**src/rtl/dlbr_pkg.sv**
```systemverilog
// Package for the dense layer block: sizes, op and register codes,
// controller/datapath interface structs. No dependencies.
package dlbr_pkg;

  localparam int MAX_IN_FEATURES  = 64;
  localparam int MAX_OUT_FEATURES = 16;

  localparam int VAL_W     = 16;
  localparam int PROD_W    = 2 * VAL_W;
  localparam int ACC_W     = 40;
  localparam int SUM_W     = ACC_W + 1;
  localparam int FI_W      = 6;
  localparam int OI_W      = 4;
  localparam int IN_CNT_W  = 7;
  localparam int OUT_CNT_W = 5;
  localparam int OP_W      = 2;
  localparam int CFG_IDX_W = 2;
  localparam int CFG_DAT_W = 7;
  localparam int WADDR_W   = FI_W + OI_W;
  localparam int W_DEPTH   = MAX_IN_FEATURES * MAX_OUT_FEATURES;

  // request op codes
  localparam logic [OP_W-1:0] OP_WEIGHT  = 2'd0;
  localparam logic [OP_W-1:0] OP_BIAS    = 2'd1;
  localparam logic [OP_W-1:0] OP_FEATURE = 2'd2;

  // configuration register indexes
  localparam logic [CFG_IDX_W-1:0] CFG_IN_COUNT  = 2'd0;
  localparam logic [CFG_IDX_W-1:0] CFG_OUT_COUNT = 2'd1;
  localparam logic [CFG_IDX_W-1:0] CFG_RELU      = 2'd2;

  localparam logic [IN_CNT_W-1:0]  IN_COUNT_RST  = 7'd64;
  localparam logic [OUT_CNT_W-1:0] OUT_COUNT_RST = 5'd16;

  typedef struct packed {
    logic            wr_weight;
    logic            wr_bias;
    logic            load_feat;
    logic            rd_en;
    logic [OI_W-1:0] k;
    logic            out_load;
    logic            out_last;
  } dlbr_cmd_t;

  typedef struct packed {
    logic            is_weight;
    logic            is_bias;
    logic            is_feat;
    logic            feat_last;
    logic [OI_W-1:0] nout_m1;
    logic            pipe_idle;
  } dlbr_sts_t;

endpackage

```
**src/rtl/dlbr_ctrl.sv**
```systemverilog
// Controller for the dense layer: request accept, MAC issue sequencing and
// result emission. Depends on dlbr_pkg.
module dlbr_ctrl import dlbr_pkg::*; (
  input  logic      clk,
  input  logic      rst_n,
  input  logic      in_valid,
  output logic      in_ready,
  output logic      out_valid,
  input  logic      out_ready,
  input  dlbr_sts_t sts,
  output dlbr_cmd_t cmd
);

  typedef enum logic [1:0] {S_IDLE, S_MAC, S_OUT} state_t;

  state_t          state_r, state_nxt;
  logic [OI_W-1:0] k_r, k_nxt;
  logic            issue_done_r, issue_done_nxt;
  logic            last_r, last_nxt;
  logic            out_valid_r, out_valid_nxt;

  assign in_ready  = (state_r == S_IDLE);
  assign out_valid = out_valid_r;

  always_comb begin
    state_nxt      = state_r;
    k_nxt          = k_r;
    issue_done_nxt = issue_done_r;
    last_nxt       = last_r;
    cmd            = '0;
    cmd.k          = k_r;
    unique case (state_r)
      S_IDLE: begin
        if (in_valid) begin
          cmd.wr_weight = sts.is_weight;
          cmd.wr_bias   = sts.is_bias;
          if (sts.is_feat) begin
            cmd.load_feat  = 1'b1;
            state_nxt      = S_MAC;
            k_nxt          = '0;
            issue_done_nxt = 1'b0;
            last_nxt       = sts.feat_last;
          end
        end
      end
      S_MAC: begin
        if (!issue_done_r) begin
          cmd.rd_en = 1'b1;
          if (k_r == sts.nout_m1) begin
            issue_done_nxt = 1'b1;
          end else begin
            k_nxt = k_r + 1'b1;
          end
        end else if (sts.pipe_idle) begin
          k_nxt     = '0;
          state_nxt = last_r ? S_OUT : S_IDLE;
        end
      end
      S_OUT: begin
        // output register frees up when empty or being taken this cycle
        if (!out_valid_r || out_ready) begin
          cmd.out_load = 1'b1;
          cmd.out_last = (k_r == sts.nout_m1);
          if (k_r == sts.nout_m1) begin
            state_nxt = S_IDLE;
          end else begin
            k_nxt = k_r + 1'b1;
          end
        end
      end
      default: begin
        state_nxt = S_IDLE;
      end
    endcase

    if (cmd.out_load) begin
      out_valid_nxt = 1'b1;
    end else if (out_ready) begin
      out_valid_nxt = 1'b0;
    end else begin
      out_valid_nxt = out_valid_r;
    end
  end

  always_ff @(posedge clk) begin
    if (!rst_n) begin
      state_r      <= S_IDLE;
      k_r          <= '0;
      issue_done_r <= 1'b0;
      last_r       <= 1'b0;
      out_valid_r  <= 1'b0;
    end else begin
      state_r      <= state_nxt;
      k_r          <= k_nxt;
      issue_done_r <= issue_done_nxt;
      last_r       <= last_nxt;
      out_valid_r  <= out_valid_nxt;
    end
  end

endmodule

```
**config.mk**
```make
export PLATFORM = sky130hd
export DESIGN_NAME = dlbr_ctrl
export DESIGN_NICKNAME = d
export VERILOG_FILES = /design/src/rtl/dlbr_pkg.sv /design/src/rtl/dlbr_ctrl.sv
export SDC_FILE = /design/constraint.sdc
export NUM_CORES = 1
export LEC_CHECK = 0
export BUFFER_PORTS_ARGS = -buffer_cell sky130_fd_sc_hd__buf_2
export CORE_UTILIZATION = 40
export DETAILED_ROUTE_END_ITERATION = 10
export GPL_ROUTABILITY_DRIVEN = 0
export PLACE_DENSITY = 0.77
export SKIP_CTS_REPAIR_TIMING = 1
export SLEW_MARGIN = 10
export SYNTH_ARGS = -nofsm -noshare
export SYNTH_HDL_FRONTEND = slang
export SYNTH_SLANG_ARGS = --single-unit
```
**constraint.sdc**
```tcl
create_clock -name clk -period 2.2 [get_ports clk]
set_input_delay 0.33 -clock clk [delete_from_list [all_inputs] [get_ports clk]]
set_output_delay 0.33 -clock clk [all_outputs]
set_load 0.03 [all_outputs]
```
# --- Word-level counts from Yosys, hierarchy flattened ---
# Index checks and enable logic that the tools add are counted.
# W data, S select, Z words.
totals:
  ff_bits: 9
  input_bits: 13
  out_inout_bits: 12
  word_cells: 55
op_classes:
  n_addsub: 1
  n_eq_ne: 10
  mux: 29
  reduce_logical: 10
ops:
  columns: ["cell", "count"]
  rows:
  - ["$mux W4", 6]
  - ["$mux W2", 9]
  - ["$pmux W4 S3", 1]
  - ["$ne A2 B2 Y1 const B", 5]
  - ["$mux W1", 9]
  - ["$mux W3", 2]
  - ["$pmux W2 S3", 1]
  - ["$reduce_and A3 Y1", 2]
  - ["$reduce_and A6 Y1", 1]
  - ["$reduce_and A5 Y1", 1]
  - ["$add A4 B1 Y4 const B", 1]
  - ["$eq A4 B4 Y1", 1]
  - ["$reduce_bool A2 Y1", 2]
  - ["$ne A3 B3 Y1 const B", 1]
  - ["$reduce_bool A3 Y1", 1]
  - ["$eq A2 B1 Y1 const B", 1]
  - ["$eq A2 B2 Y1 const B", 1]
  - ["$logic_not A2 Y1", 1]
  - ["$ne A2 B1 Y1 const B", 1]
  - ["$pmux W1 S2", 1]
  - ["$logic_not A1 Y1", 1]
  - ["$logic_or A1 B1 Y1", 1]

# --- Longest topological paths before layout ---
depth:
  word_depth: 5
  mapped_depth: 7
  depth_no_buf: 6

# --- Worst setup path after synthesis ---
# OpenSTA, ideal clock, no wires.
synth_timing:
  kind: "register to register"
  start: "reg state_r[1]"
  end: "reg k_r[2]"
  setup_time_ns: 0.072
  arrival_ns: 1.767
  required_ns: 2.128
  setup_slack_ns: 0.361
  path_stages_with_launch: 8
  path_buffers: 1
  period_less_slack_ns: 1.839
  cell_sequence: "dfxtp_1 -> inv_1 -> ha_1 -> clkbuf_1 -> nor2b_1 -> o21a_1 -> o311ai_0 -> mux2i_1"
synth_via:
  elab_chain_cells: 3
  elab_cells_between_ends: 10
  classes_between: "6 x eq/ne; 1 x mux; 3 x reduce/logical"
synth_lines:
  columns: ["element", "line_no", "text"]
  rows:
  - ["from (decl)", "dlbr_ctrl.sv:16", "state_t state_r, state_nxt;"]
  - ["from (signal assigned)", "dlbr_ctrl.sv:93", "state_r <= state_nxt;"]
  - ["$eq A2 B1 Y1 (tied with other cells)", "dlbr_ctrl.sv:32", "unique case (state_r)"]
  - ["$ne A3 B3 Y1 (no line) (tied with other cells)", null, null]
  - ["$reduce_and A5 Y1 (no line)", null, null]
  - ["to (signal assigned)", "dlbr_ctrl.sv:94", "k_r <= k_nxt;"]
  - ["to (decl)", "dlbr_ctrl.sv:17", "logic [OI_W-1:0] k_r, k_nxt;"]
# Several ways; a longest one is shown, not always the timed one.
# A chain may end at the register's enable or synchronous reset.

==> out/metrics.csv <==
stage,metric,value,unit
global_route,global route overflow,0,
synth,#FFs+latches synth,9,
timing,Finish-stage setup viols,0,
critical_path,Crit Path Category,reg2out,
synth,Syn Area/Cell,8.71,µm²
timing,count of final hold-check violations,0,
routing,DR vias/cell,5.38,
global_route,met3 Track Usage GR,7.66,%
cells_and_area,# diodes,0,
timing,unrepaired setup endpoints after global routing,false,
critical_path,Bufs and invs on worst path,2,
die,core footprint,1520,µm²
clock_network,CTS H-Tree Depth,1,
die,Die ar.,1820,µm²
synth,YS warnings,0,
timing,max-slew violations,0,
synth,synth unique cells,29,
clock_network,TritonCTS clock tree,yes,
critical_path,Critical Path Start Type,flop,
global_route,GR Util met2,23.9,%
critical_path,Crit. End Element,primary output,
timing,Slew @ Worst Pin,0.550,ns
critical_path,Worst Path Arrival,1.51,ns
global_route,first-pass GRT wire length,2210,µm
placement,IO buf count,24,
routing,Total Wirelength,1350,µm
critical_path,R2R setup slack,0.40,ns
die,# rows,14,
placement,pre-CTS WS,0.404,ns
die,Initial Util,43.4,%
cells_and_area,P&R area growth vs syn,21.4,%
clock_network,Root Buffer,clkbuf_4,
global_route,initial antenna violation count,0,
clock_network,clock sink count,9,
timing,Max Freq,542,MHz
critical_path,RR Startpoint,state_r[0],
hold_path,Hold Crit Class,in2reg,
status,status,"complete, no violations",
die,Die H,42.7,µm
global_route,largest net degree at the start of global routing,11,
power,Power Total,0.739,mW
critical_path,required time worst endpoint,1.87,ns
global_route,gr usage total,16.4,%
critical_path,RR Endpoint,k_r[0],
critical_path,worst r2r path cells,5,
placement,placed instance count,111,
timing,post-route clock period utilization,83.8,%
timing,final setup margin,0.356,ns
clock_network,Clock Pin Slew Worst Setup and Hold Paths,0.06,ns
timing,Sum Neg Setup Slack,0,ns
placement,hpwl dp,1060,µm
routing,via count,619,
synth,syn_nets,94,
critical_path,"Max FO, Critical Path",8,
timing,clock skew,0.00147,ns
critical_path,Top delay family on crit path,simple AND/OR/NAND/NOR gates,
cells_and_area,Final nets,118,
clock_network,clk_lat worst skew,0.26,ns
hold_path,hold endpoint,last_r,
die,Die W,42.7,µm
critical_path,slowest CP cell,dfxtp_1,
critical_path,max incr delay on CP,0.32,ns
synth,synthesized instance count,76,
routing,Residual DRC,0,
power,pwr dens,920,nW/µm²
critical_path,CP Cell Sequence,inv_1 > ha_1 > nor2b_1 > and2_2 > buf_2,
clock_network,Max Buffers Root-to-Sink,2,
global_route,number of global-route vias before repair,508,
routing,iteration-0 DRC count of the detailed router,10,
cells_and_area,non-filler instance count after layout,115,
routing,drt wl/cell,11.7,µm
routing,Final ANT Viol Nets,0,
synth,sequential share of the synthesized area,27.2,%
global_route,met1 Resource Use GR,21.1,%
hold_path,worst hold stages,3,
hold_path,Min-Delay Startpoint,sts[5],
power,Leak,0.367,nW
timing,max_slew headroom,63.3,%
run,Max Cap Violations,0,
die,IO Count,25,
cells_and_area,fraction of layout instances using a drive strength above 1,31.3,%
power,"IR drop worst, VDD",0.759,mV
routing,first-pass iteration count of the detailed router,4,
synth,synthesized area,662,µm²
timing,minimum clock period,1.84,ns
clock_network,CTS buffer count,3,
global_route,gr busiest metal,met2,
## worst min-delay path, cell delays in order
cell and delay (ns):
buf_2 0.07, mux2i_1 0.06, nor2_1 0.08
## cells by family after synthesis
kind of cell | after synthesis | synth area share (%)
AND/OR/NAND/NOR | 26 | 22.5
AO/OA/AOI/OAI | 17 | 21.4
buffers and inverters | 10 | 6.62
flip-flops | 9 | 27.2
multiplexers | 5 | 7.56
adder cells (fa/ha/maj) | 5 | 9.45
XOR/XNOR | 4 | 5.29
## layer usage
layer,share of wire [%],up-vias
met5,0,-
met4,0.96,0
met3,5.4,2
met2,46,14
li1,-,331
met1,47,272
## how the worst max path moves through the flow
stage	startpoint	to	slack [ns]	depth (start not counted)
global route	state_r[0]	cmd[0]	0.24	5
detailed placement	state_r[0]	k_r[0]	0.40	5
global placement	state_r[0]	k_r[0]	0.49	5
floorplan	state_r[1]	k_r[2]	0.36	7
finish	state_r[0]	cmd[0]	0.36	5
CTS	state_r[0]	cmd[0]	0.34	5
## cell usage in the layout (no fill, tap or decap), types with 2 or more instances in the layout
cell type  instances
buf_2             24
dfxtp_1            9
nand2_1            7
inv_1              5
mux2i_1            5
ha_1               5
xnor2_1            4
o311ai_0           4
and3_1             3
nand3_1            3
nand4_1            3
nor2_1             3
o31ai_1            3
a21oi_1            3
clkbuf_4           3
nor2b_1            2
## through the flow
stage	hold WS, ns	utilization, %	area (µm²)
6_report	0.328	52.7	803
5_1_grt	0.335	52.7	803
4_1_cts	0.321	52.7	803
3_5_place_dp	0.476	51.0	777
3_3_place_gp	0.467	51.0	777
2_1_floorplan	0.446	-	662
## sequential cells by signal, indices dropped and copies added, names as in the netlist
register      cells
k_r               4
last_r            1
issue_done_r      1
state_r           2
out_valid         1
## power by group
group / leakage, nW / switching [mW] / internal, mW
Combinational: 0.279 / 0.257 / 0.150
Sequential: 0.0730 / 0.0234 / 0.185
Clock: 0.0150 / 0.0539 / 0.0696
## synthesized netlist by cell type (all sizes together)
master / count / area (µm²)
and4: 1 / 11.3
nand2: 7 / 26.3
nor2: 3 / 11.3
inv: 5 / 18.8
or4: 1 / 7.51
o32ai: 1 / 16.3
a311oi: 1 / 8.76
nand3: 3 / 15.0
o32a: 1 / 10.0
nand4: 3 / 18.8
clkbuf: 2 / 7.51
and3: 3 / 18.8
o311ai: 4 / 35.0
nor2b: 3 / 26.3
dfxtp: 9 / 180
buf: 3 / 17.5
a21oi: 3 / 15.0
nor4: 1 / 6.26
a22o: 1 / 8.76
a221o: 1 / 10.0
and2: 1 / 7.51
mux2i: 5 / 50.1
ha: 5 / 62.6
a22oi: 1 / 7.51
o21a: 1 / 7.51
o31ai: 3 / 22.5
xnor2: 4 / 35.0
## cell type report
cell class,instances,area [µm²]
sequential,9,180
multi-input combinational,57,438
fill,155,721
inverter,5,18.8
tap,16,20.0
clock buffer,4,26.3
timing repair buffer,24,120
Power figures use the tool's default switching activity.
